$ cat config.mk
export PLATFORM = sky130hd
export DESIGN_NAME = utf8_char_window_stream_core_flat
export DESIGN_NICKNAME = d
export VERILOG_FILES = /design/src/rtl/ucws_pkg.sv /design/src/rtl/ucws_if.sv /design/src/rtl/utf8_char_window_stream_core.sv /design/src/flat_wrapper.sv
export SDC_FILE = /design/constraint.sdc
export NUM_CORES = 1
export LEC_CHECK = 0
export ABC_AREA = 1
export BUFFER_PORTS_ARGS = -buffer_cell sky130_fd_sc_hd__buf_4
export CAP_MARGIN = 20
export CORE_MARGIN = 2
export CORE_UTILIZATION = 43
export CTS_CLUSTER_SIZE = 14
export DETAILED_ROUTE_END_ITERATION = 6
export PLACE_DENSITY = 0.61
export SETUP_SLACK_MARGIN = 0.5
export SYNTH_ARGS = -nofsm -noshare
export SYNTH_HDL_FRONTEND = slang
export SYNTH_SLANG_ARGS = --single-unit
$ cat constraint.sdc
create_clock -name i_clk -period 3.64 [get_ports i_clk]
set_input_delay 0 -clock i_clk [delete_from_list [all_inputs] [get_ports i_clk]]
set_output_delay 0 -clock i_clk [all_outputs]
set_load 0.02 [all_outputs]
$ cat src/rtl/ucws_pkg.sv
// Package for the UTF-8 character window stream core.
// Holds field widths, register indexes, mode and status codes, and lead byte decoding.
// No dependencies.
package ucws_pkg;

    localparam int COUNT_BITS_DEF = 16;
    localparam int BYTE_W         = 8;
    localparam int MODE_W         = 2;
    localparam int STATUS_W       = 2;
    localparam int TOTAL_W        = 16;
    localparam int CFG_IDX_W      = 2;
    localparam int CFG_DATA_W     = 16;
    localparam int SKIP_W         = 2;

    localparam logic [CFG_IDX_W-1:0] REG_MODE       = 2'd0;
    localparam logic [CFG_IDX_W-1:0] REG_START_CHAR = 2'd1;
    localparam logic [CFG_IDX_W-1:0] REG_CHAR_LIMIT = 2'd2;

    localparam logic [MODE_W-1:0] MODE_COUNT  = 2'd0;
    localparam logic [MODE_W-1:0] MODE_CHAR   = 2'd1;
    localparam logic [MODE_W-1:0] MODE_SUBSTR = 2'd2;
    localparam logic [MODE_W-1:0] MODE_UNUSED = 2'd3;

    localparam logic [STATUS_W-1:0] ST_OK        = 2'd0;
    localparam logic [STATUS_W-1:0] ST_BAD_LEAD  = 2'd1;
    localparam logic [STATUS_W-1:0] ST_NOT_FOUND = 2'd2;
    localparam logic [STATUS_W-1:0] ST_ZERO_LEN  = 2'd3;

    localparam logic [1:0] ERR_NONE     = 2'd0;
    localparam logic [1:0] ERR_BAD_LEAD = 2'd1;

    localparam logic [TOTAL_W-1:0] TOTAL_MAX = '1;

    typedef struct packed {
        logic                is_status;
        logic [BYTE_W-1:0]   out_byte;
        logic [STATUS_W-1:0] status;
        logic [TOTAL_W-1:0]  char_total;
    } t_out_item;

    // Number of bytes announced by a lead byte, zero if the byte is no valid lead.
    function automatic logic [2:0] lead_width(input logic [BYTE_W-1:0] b);
        logic [2:0] w;
        begin
            if (b[7] == 1'b0) begin
                w = 3'd1;
            end else if ((b & 8'hE0) == 8'hC0) begin
                w = 3'd2;
            end else if ((b & 8'hF0) == 8'hE0) begin
                w = 3'd3;
            end else if ((b & 8'hF8) == 8'hF0) begin
                w = 3'd4;
            end else begin
                w = 3'd0;
            end
            return w;
        end
    endfunction

endpackage

$ cat src/rtl/ucws_if.sv
// Handshake interfaces for the byte input, result output and register write channels.
// Depends on ucws_pkg for field widths.
interface ucws_in_if;
    import ucws_pkg::*;
    logic              valid;
    logic              ready;
    logic [BYTE_W-1:0] in_byte;
    logic              last_byte;
    modport source (output valid, in_byte, last_byte, input ready);
    modport sink (input valid, in_byte, last_byte, output ready);
endinterface

interface ucws_out_if;
    import ucws_pkg::*;
    logic                valid;
    logic                ready;
    logic                is_status;
    logic [BYTE_W-1:0]   out_byte;
    logic [STATUS_W-1:0] status;
    logic [TOTAL_W-1:0]  char_total;
    modport source (output valid, is_status, out_byte, status, char_total, input ready);
    modport sink (input valid, is_status, out_byte, status, char_total, output ready);
endinterface

interface ucws_cfg_if;
    import ucws_pkg::*;
    logic                  valid;
    logic                  ready;
    logic [CFG_IDX_W-1:0]  index;
    logic [CFG_DATA_W-1:0] data;
    modport source (output valid, index, data, input ready);
    modport sink (input valid, index, data, output ready);
endinterface

$ cat src/rtl/utf8_char_window_stream_core.sv
// Top level of the UTF-8 character window stream core.
// Depends on ucws_pkg and the interfaces in ucws_if.sv.
// A byte is captured in the input register, then written into the result queue once the queue
// has room; the queue head drives the output.
// Throughput: one byte per cycle while the result queue (depth four) has two free entries; a
// last byte that also yields a data byte writes both a data and a status result to the queue.
// Reset clears registers, stream state and the queue; no clearing pass is needed.
module utf8_char_window_stream_core #(
    parameter int COUNT_BITS = ucws_pkg::COUNT_BITS_DEF
) (
    input  logic             i_clk,
    input  logic             i_rst_n,
    ucws_in_if.sink          i_in,
    ucws_cfg_if.sink         i_cfg,
    ucws_out_if.source       o_out
);
    import ucws_pkg::*;

    localparam int CMP_W   = (COUNT_BITS > TOTAL_W) ? COUNT_BITS : TOTAL_W;
    localparam int QDEPTH  = 4;
    localparam int QPTR_W  = $clog2(QDEPTH);
    localparam int QCNT_W  = $clog2(QDEPTH + 1);

    logic [MODE_W-1:0]     r_mode;
    logic [TOTAL_W-1:0]    r_start_char;
    logic [TOTAL_W-1:0]    r_char_limit;

    logic                  r_in_vld;
    logic [BYTE_W-1:0]     r_in_byte;
    logic                  r_in_last;

    logic [SKIP_W-1:0]     r_skip, n_skip;
    logic [COUNT_BITS-1:0] r_index, n_index;
    logic [COUNT_BITS-1:0] r_copied, n_copied;
    logic                  r_char_sel, n_char_sel;
    logic                  r_stopped, n_stopped;
    logic [1:0]            r_err, n_err;

    t_out_item             r_q [QDEPTH];
    logic [QPTR_W-1:0]     r_wr, r_rd;
    logic [QCNT_W-1:0]     r_cnt;

    logic                  w_adv;
    logic                  w_emit;
    logic [MODE_W-1:0]     w_mode;
    logic [2:0]            w_lead;
    logic                  w_done;
    logic                  w_sel;
    logic [CMP_W-1:0]      w_index_x, w_copied_x, w_start_x, w_limit_x, w_total_x;
    logic [STATUS_W-1:0]   w_status;
    t_out_item             w_data_item, w_stat_item;
    logic                  w_pop;

    assign i_cfg.ready = 1'b1;

    always_ff @(posedge i_clk) begin
        if (!i_rst_n) begin
            r_mode       <= MODE_COUNT;
            r_start_char <= '0;
            r_char_limit <= TOTAL_W'(1);
        end else if (i_cfg.valid) begin
            unique case (i_cfg.index)
                REG_MODE:       r_mode <= i_cfg.data[MODE_W-1:0];
                REG_START_CHAR: r_start_char <= i_cfg.data[TOTAL_W-1:0];
                REG_CHAR_LIMIT: r_char_limit <= i_cfg.data[TOTAL_W-1:0];
                default: begin
                end
            endcase
        end
    end

    assign w_adv      = r_in_vld && (r_cnt <= QCNT_W'(QDEPTH - 2));
    assign i_in.ready = !r_in_vld || w_adv;

    always_ff @(posedge i_clk) begin
        if (!i_rst_n) begin
            r_in_vld <= 1'b0;
        end else if (i_in.ready) begin
            r_in_vld <= i_in.valid;
        end
    end

    always_ff @(posedge i_clk) begin
        if (i_in.ready && i_in.valid) begin
            r_in_byte <= i_in.in_byte;
            r_in_last <= i_in.last_byte;
        end
    end

    assign w_mode     = (r_mode == MODE_UNUSED) ? MODE_COUNT : r_mode;
    assign w_lead     = lead_width(r_in_byte);
    assign w_index_x  = CMP_W'(r_index);
    assign w_copied_x = CMP_W'(r_copied);
    assign w_start_x  = CMP_W'(r_start_char);
    assign w_limit_x  = CMP_W'(r_char_limit);
    assign w_done     = ((w_mode == MODE_CHAR) && (r_copied != '0)) ||
                        ((w_mode == MODE_SUBSTR) && (w_copied_x >= w_limit_x));
    assign w_sel      = ((w_mode == MODE_CHAR) && (w_index_x == w_start_x)) ||
                        ((w_mode == MODE_SUBSTR) && (w_index_x >= w_start_x));

    always_comb begin
        n_skip     = r_skip;
        n_index    = r_index;
        n_copied   = r_copied;
        n_char_sel = r_char_sel;
        n_stopped  = r_stopped;
        n_err      = r_err;
        w_emit     = 1'b0;
        if (r_skip != '0) begin
            n_skip = r_skip - SKIP_W'(1);
            w_emit = r_char_sel;
            if (n_skip == '0) begin
                n_char_sel = 1'b0;
            end
        end else if (!r_stopped) begin
            if (w_done) begin
                n_stopped = 1'b1;
            end else if (w_lead == 3'd0) begin
                n_err     = ERR_BAD_LEAD;
                n_stopped = 1'b1;
            end else begin
                if (w_sel && (r_copied != '1)) begin
                    n_copied = r_copied + COUNT_BITS'(1);
                end
                if (r_index != '1) begin
                    n_index = r_index + COUNT_BITS'(1);
                end
                n_skip     = SKIP_W'(w_lead - 3'd1);
                n_char_sel = w_sel && (w_lead != 3'd1);
                w_emit     = w_sel;
            end
        end
    end

    always_comb begin
        w_total_x = (w_mode == MODE_COUNT) ? CMP_W'(n_index) : CMP_W'(n_copied);
        priority if ((w_mode == MODE_SUBSTR) && (r_char_limit == '0)) begin
            w_status = ST_ZERO_LEN;
        end else if (n_err != ERR_NONE) begin
            w_status = ST_BAD_LEAD;
        end else if ((w_mode == MODE_CHAR) && (n_copied == '0)) begin
            w_status = ST_NOT_FOUND;
        end else begin
            w_status = ST_OK;
        end
        w_data_item.is_status  = 1'b0;
        w_data_item.out_byte   = r_in_byte;
        w_data_item.status     = ST_OK;
        w_data_item.char_total = '0;
        w_stat_item.is_status  = 1'b1;
        w_stat_item.out_byte   = '0;
        w_stat_item.status     = w_status;
        w_stat_item.char_total = (w_total_x > CMP_W'(TOTAL_MAX)) ? TOTAL_MAX
                                                                 : w_total_x[TOTAL_W-1:0];
    end

    always_ff @(posedge i_clk) begin
        if (!i_rst_n) begin
            r_skip     <= '0;
            r_index    <= '0;
            r_copied   <= '0;
            r_char_sel <= 1'b0;
            r_stopped  <= 1'b0;
            r_err      <= ERR_NONE;
        end else if (w_adv) begin
            if (r_in_last) begin
                r_skip     <= '0;
                r_index    <= '0;
                r_copied   <= '0;
                r_char_sel <= 1'b0;
                r_stopped  <= 1'b0;
                r_err      <= ERR_NONE;
            end else begin
                r_skip     <= n_skip;
                r_index    <= n_index;
                r_copied   <= n_copied;
                r_char_sel <= n_char_sel;
                r_stopped  <= n_stopped;
                r_err      <= n_err;
            end
        end
    end

    assign w_pop = o_out.valid && o_out.ready;

    always_ff @(posedge i_clk) begin
        if (w_adv) begin
            if (w_emit) begin
                r_q[r_wr] <= w_data_item;
                if (r_in_last) begin
                    r_q[r_wr + QPTR_W'(1)] <= w_stat_item;
                end
            end else if (r_in_last) begin
                r_q[r_wr] <= w_stat_item;
            end
        end
    end

    always_ff @(posedge i_clk) begin
        if (!i_rst_n) begin
            r_wr  <= '0;
            r_rd  <= '0;
            r_cnt <= '0;
        end else begin
            if (w_adv) begin
                r_wr <= r_wr + QPTR_W'(w_emit) + QPTR_W'(r_in_last);
            end
            if (w_pop) begin
                r_rd <= r_rd + QPTR_W'(1);
            end
            r_cnt <= r_cnt + (w_adv ? (QCNT_W'(w_emit) + QCNT_W'(r_in_last)) : '0)
                     - QCNT_W'(w_pop);
        end
    end

    assign o_out.valid      = (r_cnt != '0);
    assign o_out.is_status  = r_q[r_rd].is_status;
    assign o_out.out_byte   = r_q[r_rd].out_byte;
    assign o_out.status     = r_q[r_rd].status;
    assign o_out.char_total = r_q[r_rd].char_total;

    a_queue_bound: assert property (@(posedge i_clk) disable iff (!i_rst_n)
        r_cnt <= QCNT_W'(QDEPTH))
        else $error("result queue count exceeds its depth");

    a_skip_not_stopped: assert property (@(posedge i_clk) disable iff (!i_rst_n)
        (r_skip != '0) |-> !r_stopped)
        else $error("continuation bytes pending while the scan is stopped");

    a_sel_needs_skip: assert property (@(posedge i_clk) disable iff (!i_rst_n)
        r_char_sel |-> (r_skip != '0))
        else $error("character selected with no continuation bytes pending");

    a_copied_le_index: assert property (@(posedge i_clk) disable iff (!i_rst_n)
        r_copied <= r_index)
        else $error("copied characters exceed characters scanned");

endmodule

$ cat src/flat_wrapper.sv
// flat-port wrapper written by rule: the top's interface ports become plain ports
module utf8_char_window_stream_core_flat import ucws_pkg::*;
#(
    parameter int COUNT_BITS = ucws_pkg::COUNT_BITS_DEF
)
  (i_clk, i_rst_n, i_in_valid, i_in_in_byte, i_in_last_byte, i_in_ready, i_cfg_valid, i_cfg_index, i_cfg_data, i_cfg_ready, o_out_valid, o_out_is_status, o_out_out_byte, o_out_status, o_out_char_total, o_out_ready);
  ucws_in_if i_in_i ();
  ucws_cfg_if i_cfg_i ();
  ucws_out_if o_out_i ();
  input  logic i_clk;
  input  logic i_rst_n;
  input wire logic [$bits(i_in_i.valid)-1:0] i_in_valid;
  input wire logic [$bits(i_in_i.in_byte)-1:0] i_in_in_byte;
  input wire logic [$bits(i_in_i.last_byte)-1:0] i_in_last_byte;
  output wire logic [$bits(i_in_i.ready)-1:0] i_in_ready;
  input wire logic [$bits(i_cfg_i.valid)-1:0] i_cfg_valid;
  input wire logic [$bits(i_cfg_i.index)-1:0] i_cfg_index;
  input wire logic [$bits(i_cfg_i.data)-1:0] i_cfg_data;
  output wire logic [$bits(i_cfg_i.ready)-1:0] i_cfg_ready;
  output wire logic [$bits(o_out_i.valid)-1:0] o_out_valid;
  output wire logic [$bits(o_out_i.is_status)-1:0] o_out_is_status;
  output wire logic [$bits(o_out_i.out_byte)-1:0] o_out_out_byte;
  output wire logic [$bits(o_out_i.status)-1:0] o_out_status;
  output wire logic [$bits(o_out_i.char_total)-1:0] o_out_char_total;
  input wire logic [$bits(o_out_i.ready)-1:0] o_out_ready;
  assign i_in_i.valid = i_in_valid;
  assign i_in_i.in_byte = i_in_in_byte;
  assign i_in_i.last_byte = i_in_last_byte;
  assign i_in_ready = i_in_i.ready;
  assign i_cfg_i.valid = i_cfg_valid;
  assign i_cfg_i.index = i_cfg_index;
  assign i_cfg_i.data = i_cfg_data;
  assign i_cfg_ready = i_cfg_i.ready;
  assign o_out_valid = o_out_i.valid;
  assign o_out_is_status = o_out_i.is_status;
  assign o_out_out_byte = o_out_i.out_byte;
  assign o_out_status = o_out_i.status;
  assign o_out_char_total = o_out_i.char_total;
  assign o_out_i.ready = o_out_ready;
  utf8_char_window_stream_core #(.COUNT_BITS(COUNT_BITS)) u_core (.i_clk(i_clk), .i_rst_n(i_rst_n), .i_in(i_in_i), .i_cfg(i_cfg_i), .o_out(o_out_i));
endmodule
==> results of run 1 <==
[area by class of cell]
| cell class | instances | share of cell area [%] |
|---|---|---|
| inverter | 155 | 5.01 |
| clock inverter | 14 | 1.25 |
| clock buffer | 18 | 3.50 |
| multi-input combinational | 891 | 38.5 |
| sequential | 199 | 39.2 |
| tap | 319 | 3.25 |
| timing repair buffer | 132 | 9.36 |
[power by group]
| group | internal [mW] | total (mW) | leakage, nW | switching, mW |
|---|---|---|---|---|
| registers | 2.51 | 2.61 | 1.74 | 0.0913 |
| logic | 0.633 | 1.72 | 3.06 | 1.08 |
| clock network | 0.977 | 1.90 | 0.281 | 0.921 |
| total | 4.12 | 6.22 | 5.08 | 2.10 |
[logic make-up after synthesis]
logic type / after synthesis / synth area share (%)
other: 1 / 0.0367
XOR/XNOR: 15 / 1.29
AO/OA/AOI/OAI: 318 / 16.3
adder cells (fa/ha/maj): 45 / 5.66
buffers and inverters: 206 / 8.00
flip-flops: 199 / 46.9
AND/OR/NAND/NOR: 511 / 21.7
multiplexers: 1 / 0.110
[metal layers]
metal	global-route usage [%]	up-vias	part of all wire, %
met4	8.28	0	3.0
li1	-	4519	-
met3	2.82	51	4.6
met2	36.2	243	46
met5	0	-	0
met1	30.4	4242	46
[repair_timing]
| item | CTS | global route |
|---|---|---|
| hold buffers | 40 | 0 |
| endpoints found under the hold margin | 50 | 0 |
| cloned | 0 | 1 |
| endpoints found under the setup margin | 93 | 172 |
| buffers inserted | 2 | 7 |
| resized for setup | 6 | 59 |
| pin swaps | 1 | 2 |
[cells in the mapped netlist, types with 4 or more instances]
master	instances	area share [%]
sky130_fd_sc_hd__clkbuf_1	35	1.3
sky130_fd_sc_hd__nand3b_1	4	0.29
sky130_fd_sc_hd__edfxtp_1	81	24
sky130_fd_sc_hd__o22ai_1	23	1.4
sky130_fd_sc_hd__nand2_1	238	8.7
sky130_fd_sc_hd__nand3_2	5	0.49
sky130_fd_sc_hd__dfxtp_1	118	23
sky130_fd_sc_hd__nor2_2	7	0.43
sky130_fd_sc_hd__nand3_1	44	2.2
sky130_fd_sc_hd__nor4_1	6	0.37
sky130_fd_sc_hd__ha_1	43	5.3
sky130_fd_sc_hd__inv_2	6	0.22
sky130_fd_sc_hd__nor3_1	18	0.88
sky130_fd_sc_hd__nand4_1	12	0.73
sky130_fd_sc_hd__inv_1	147	5.4
sky130_fd_sc_hd__o21ai_1	7	0.34
sky130_fd_sc_hd__o21ai_0	134	6.6
sky130_fd_sc_hd__nor2_1	160	5.9
sky130_fd_sc_hd__xor2_1	13	1.1
sky130_fd_sc_hd__a21oi_1	142	7.0
sky130_fd_sc_hd__buf_2	8	0.39
sky130_fd_sc_hd__nand2_2	4	0.24
[flip-flops by register name (all words and copies together) (netlist names), 2 cells and up, named ones only]
signal               flops
u_core.r_copied         16
u_core.r_index          16
u_core.r_in_byte         8
u_core.r_q             108
u_core.r_rd              2
u_core.r_cnt             3
u_core.r_skip            2
u_core.r_start_char     16
u_core.r_wr              2
u_core.r_err             2
u_core.r_char_limit     16
u_core.r_mode            2
[worst paths after layout]
path                    endpoint  slack, ns  cells after the start
min          u_core.r_in_byte[1]       0.28                      2
max              u_core.r_cnt[2]       0.70                     17
max reg2reg      u_core.r_cnt[2]       0.70                     17
min reg2reg    u_core.r_q[1][19]       0.45                      2
[through the flow]
step	util [%]	setup slack (ns)
6_report	52.4	0.696
5_1_grt	52.4	0.374
4_1_cts	51.3	0.412
3_5_place_dp	47.0	0.272
3_3_place_gp	47.0	0.350
2_1_floorplan	-	0.644
[critical path: stages (launching register included)]
cell and delay [ns]:
sky130_fd_sc_hd__edfxtp_1 0.43, sky130_fd_sc_hd__o31ai_1 0.28, sky130_fd_sc_hd__inv_1 0.09, sky130_fd_sc_hd__ha_1 0.20
sky130_fd_sc_hd__nand2_1 0.11, sky130_fd_sc_hd__inv_2 0.12, sky130_fd_sc_hd__nor2_2 0.17, sky130_fd_sc_hd__nand3_4 0.09
sky130_fd_sc_hd__inv_2 0.10, sky130_fd_sc_hd__a22oi_4 0.06, sky130_fd_sc_hd__inv_2 0.07, sky130_fd_sc_hd__ha_4 0.12
sky130_fd_sc_hd__nand2_2 0.11, sky130_fd_sc_hd__ha_4 0.25, sky130_fd_sc_hd__fa_2 0.38, sky130_fd_sc_hd__xor2_1 0.16
sky130_fd_sc_hd__inv_1 0.06, sky130_fd_sc_hd__nor2_1 0.03
==> flow_metrics.env, run 1 <==
export IMPL_dr_first_iter_drc_count=669
export IMPL_critPathRequiredTime_ns=3.95
export IMPL_grt_antenna_before_repair=0
export IMPL_yosys_warnings=0
export IMPL_detailedRoute_firstPassIterationCount=5
export IMPL_numPortBuffers=60
export IMPL_multi_input_area_um2=4720
export IMPL_number_of_enable_flip_flop_cells_after_synthesis=81
export IMPL_clock_insertion_delay_worst_skew_ns=0.44
export IMPL_root_buffer="sky130_fd_sc_hd__clkbuf_16"
export IMPL_finalCriticalPeriod_ns=2.94
export IMPL_grt_overflow=0
export IMPL_maxCapViolations=0
export IMPL_worstSetupPathType="reg2reg"
export IMPL_wl_per_cell_um=15.9
export IMPL_num_vias=9055
export IMPL_timing_worst_slew_pin_value_ns=0.783
export IMPL_overall_power_mw=6.22
export IMPL_layout_drive_gt1_share_pct=13.8
export IMPL_post_synth_instance_area_um2=10200
export IMPL_timing_max_transition_violations_final=0
export IMPL_r2r_start="u_core.r_in_byte[4]"
export IMPL_die_height_um=158
export IMPL_cts_htree_levels=4
export IMPL_cts_max_path_buffers=2
export IMPL_worst_endpoint_arrival_ns=3.26
export IMPL_drt_vias_per_instance=5.24
export IMPL_place_inst=1646
export IMPL_power_density_nw_per_um2=507
export IMPL_postPlaceCellArea_um2=11000
export IMPL_clk_pin_slew_worst_paths_ns=0.07
export IMPL_max_vdd_ir_drop_mv=0.297
export IMPL_synth_ff_type="sky130_fd_sc_hd__dfxtp_1"
export IMPL_final_hold_worst_slack_ns=0.281
export IMPL_final_common_cell="sky130_fd_sc_hd__nand2_1"
export IMPL_site_row_count=56
export IMPL_hold_path_class="in2reg"
export IMPL_maxSlewHeadroom_pct=47.8
export IMPL_cell_area_after_layout_um2=12300
export IMPL_sequential_cell_area_um2=4800
export IMPL_holdCritStartpoint="i_in_in_byte[1]"
export IMPL_syn_mean_instance_area_um2=7.88
export IMPL_synth_cell_types=45
export IMPL_startpoint_type="flip-flop"
export IMPL_insertedDiodeCount=0
export IMPL_number_of_cts_inserted_buffers=17
export IMPL_ioPinCount=62
export IMPL_fillerInstances=2239
export IMPL_global_route_wire_length_before_repair_um=43300
export IMPL_synth_cells=1296
export IMPL_drt_drc_violations_left=0
export IMPL_grt_setup_unrepaired="true"
export IMPL_power_leakage_nw=5.08
export IMPL_finClkSkew_ns=0.0158
export IMPL_global_route_usage_total_pct=22.3
export IMPL_postSynth_asyncResetShare_pct=0
export IMPL_number_of_nets_in_the_final_layout=1473
export IMPL_die_width_um=158
export IMPL_total_wire_length_after_detailed_routing_um=27500
export IMPL_sequential_area_share_after_synthesis_pct=46.9
export IMPL_timing_critical_path_to_type="flip-flop"
export IMPL_initial_utilization_pct=43.7
export IMPL_detail_route_antenna_nets=0
export IMPL_setup_worst_path_start="u_core.r_in_byte[4]"
export IMPL_grt_max_degree=49
export IMPL_post_layout_nonfiller_instances=1728
export IMPL_finalSetupViolations=0
export IMPL_layout_cells_most_common_list="sky130_fd_sc_hd__nand2_1 (234), sky130_fd_sc_hd__nor2_1 (153), sky130_fd_sc_hd__a21oi_1 (142)"
export IMPL_numClockSinks=199
export IMPL_yosys_register_bits=199
export IMPL_dpl_hpwl_um=18600
export IMPL_synthToLayoutAreaGrowth_pct=20.1
export IMPL_tritoncts="built"
export IMPL_final_hold_vios=0
export IMPL_grt_pass1_vias=8277
export IMPL_outcome="finished clean"
export IMPL_final_period_utilization_pct=80.9
export IMPL_die_area_um2=25000
export IMPL_core_area_um2=23400
export IMPL_mappedNetlistNets=1373
export IMPL_timing_fmax_mhz=340
export IMPL_setup_tns_after_final_layout_ns=0
export IMPL_final_replace_weighted_congestion=0.967
export IMPL_critical_path_max_fanout=10
(Power assumes the default switching activity.)
==> run 2: changes to the inputs <==
Settings changed: PLACE_DENSITY 0.61 to 0.63.
Clock period 3.64 ns to 2.41 ns, I/O delays scaled along.
==> run 2 against run 1 <==
Effect of this change: the flow now finishes with violations (negative setup slack); critical path depth up 5; core utilization up 18 points; fmax down 0.20%; combinational power up 100%; via count up 15%; register-to-register slack worse by 1.2 ns; non-clock buffer count up 246; worst setup slack worse by 1.2 ns; critical endpoint is now u_core.r_q[1][17]; highest routed layer unchanged.
==> flow_metrics.env, run 2 (synthesized netlist as in run 1, its figures left out) <==
export IMPL_regMostFlops="u_core.r_q"
export IMPL_number_of_nets_in_the_final_layout=1730
export IMPL_power_share_clock_pct=28.6
export IMPL_combinationalPowerShare_pct=33.2
export IMPL_power_leakage_nw=6.86
export IMPL_numPortBuffers=60
export IMPL_site_row_count=56
export IMPL_tritoncts="built"
export IMPL_grt_max_degree=61
export IMPL_root_buffer="sky130_fd_sc_hd__clkbuf_16"
export IMPL_p_sw_mw=3.70
export IMPL_violated_checks="negative setup slack"
export IMPL_number_of_cts_inserted_buffers=17
export IMPL_worst_endpoint_arrival_ns=3.23
export IMPL_initial_utilization_pct=43.7
export IMPL_worstSetupPathType="reg2reg"
export IMPL_power_internal_mw=6.72
export IMPL_dpl_hpwl_um=20400
export IMPL_outcome="complete, but fails checks"
export IMPL_holdCritStartpoint="i_cfg_valid"
export IMPL_detail_route_antenna_nets=0
export IMPL_maxCapViolations=0
export IMPL_critPathRequiredTime_ns=2.69
export IMPL_finClkSkew_ns=0.0148
export IMPL_setup_tns_after_final_layout_ns=-79.69
export IMPL_global_route_wire_length_before_repair_um=50800
export IMPL_die_height_um=158
export IMPL_clock_insertion_delay_worst_skew_ns=0.45
export IMPL_final_common_cell="sky130_fd_sc_hd__buf_4"
export IMPL_timing_max_transition_violations_final=0
export IMPL_final_replace_weighted_congestion=0.949
export IMPL_grt_overflow=0
export IMPL_core_area_um2=23400
export IMPL_maxSlewHeadroom_pct=50.0
export IMPL_final_hold_vios=0
export IMPL_timing_critical_path_to_type="flip-flop"
export IMPL_layout_drive_gt1_share_pct=46.8
export IMPL_clk_pin_slew_worst_paths_ns=0.08
export IMPL_critical_path_max_fanout=7
export IMPL_fin_ws_ns=-0.539
export IMPL_total_wire_length_after_detailed_routing_um=35200
export IMPL_dr_first_iter_drc_count=595
export IMPL_drt_vias_per_instance=5.25
export IMPL_seqPwrFrac_pct=38.2
export IMPL_final_period_utilization_pct=122
export IMPL_r2r_start="u_core.r_index[0]"
export IMPL_ioPinCount=62
export IMPL_post_layout_nonfiller_instances=1985
export IMPL_layout_cells_most_common_list="sky130_fd_sc_hd__buf_4 (266), sky130_fd_sc_hd__nand2_1 (164), sky130_fd_sc_hd__inv_1 (108)"
export IMPL_setup_worst_path_start="u_core.r_index[0]"
export IMPL_grt_setup_unrepaired="true"
export IMPL_power_density_nw_per_um2=629
export IMPL_numClockSinks=199
export IMPL_die_width_um=158
export IMPL_place_inst=1834
export IMPL_drt_drc_violations_left=0
export IMPL_grt_pass1_vias=9771
export IMPL_cts_max_path_buffers=2
export IMPL_finalSetupViolations=206
export IMPL_insertedDiodeCount=0
export IMPL_final_core_utilization_pct=70.8
export IMPL_cts_htree_levels=4
export IMPL_final_hold_worst_slack_ns=0.237
export IMPL_timing_fmax_mhz=339
export IMPL_num_vias=10400
export IMPL_die_area_um2=25000
export IMPL_largest_reg_flops=108
export IMPL_hold_path_class="in2reg"
export IMPL_grt_antenna_before_repair=0
export IMPL_switching_share_pct=35.5
export IMPL_reg2reg_depth=22
export IMPL_dp_worst_setup_slack_ns=-0.518
export IMPL_wl_per_cell_um=17.7
export IMPL_max_vdd_ir_drop_mv=0.494
export IMPL_startpoint_type="flip-flop"
export IMPL_global_route_usage_total_pct=26.3
export IMPL_detailedRoute_firstPassIterationCount=5
export IMPL_finalCriticalPeriod_ns=2.95
export IMPL_synthToLayoutAreaGrowth_pct=62.2
export IMPL_timing_worst_slew_pin_value_ns=0.748
export IMPL_min_path_cells=6
[run 2: final timing paths]
check	endpoint	slack, ns
worst max-delay path	u_core.r_q[1][17]	-0.54
worst min-delay path	u_core.r_char_limit[1]	0.24
worst max register to register	u_core.r_q[1][17]	-0.54
worst min register to register	u_core.r_q[1][19]	0.45
[run 2: layer usage]
metal	global-route usage (%)	share of wire [%]	routed length (um)
met4	8.58	3.3	1180
met3	3.89	5.3	1860
met1	34.4	41	14400
met5	0	0	0
met2	44.7	50	17800
[run 2: cell type report]
type                       instances  area, um2
clock inverter                    15        198
fill                            1717       6840
tap                              319        399
timing repair buffer             378       3480
inverter                         155        629
timing repair inverter             2       12.5
sequential                       199       4840
multi-input combinational        900       6580
clock buffer                      17        425
[run 2: worst max-delay path, cell delays in order (launching register included)]
cell and delay [ns]:
sky130_fd_sc_hd__dfxtp_2 0.34, sky130_fd_sc_hd__inv_2 0.06, sky130_fd_sc_hd__ha_4 0.26, sky130_fd_sc_hd__nand2_2 0.05, sky130_fd_sc_hd__nor2_2 0.14, sky130_fd_sc_hd__buf_4 0.12
sky130_fd_sc_hd__buf_4 0.09, sky130_fd_sc_hd__nand4_1 0.09, sky130_fd_sc_hd__buf_4 0.18, sky130_fd_sc_hd__nand2_4 0.07, sky130_fd_sc_hd__buf_6 0.10, sky130_fd_sc_hd__buf_12 0.13
sky130_fd_sc_hd__nand2_4 0.07, sky130_fd_sc_hd__nor2_4 0.20, sky130_fd_sc_hd__buf_6 0.14, sky130_fd_sc_hd__nand3_4 0.08, sky130_fd_sc_hd__nand2_4 0.12, sky130_fd_sc_hd__nand2_1 0.07
sky130_fd_sc_hd__inv_1 0.07, sky130_fd_sc_hd__nand2_2 0.06, sky130_fd_sc_hd__nor2_2 0.09, sky130_fd_sc_hd__nand2_2 0.10, sky130_fd_sc_hd__a21oi_1 0.15
[run 2: power by group through the flow]
stage               sequential, mW  combinational (mW)  clock, mW
floorplan                     3.97                1.67          0
detailed placement            4.01                2.73          0
finish                        3.97                3.46       2.98
global placement              4.00                2.70          0
global route                  4.00                3.75       3.12
CTS                           3.95                3.02       2.99
[run 2: what timing repair did]
action,4_1_cts,5_1_grt
hold buffers,40,0
endpoints found under the setup margin,224,252
pin swaps,27,88
buffers inserted,29,30
hold endpoints to repair,50,0
cloned,16,4
gates resized for setup,190,328
[run 2: through the flow]
stage               power, mW  area (um2)
finish                   10.4       16600
global route             10.9       16600
CTS                      9.96       14900
detailed placement       6.74       12800
global placement         6.69       12800
floorplan                5.65       10500
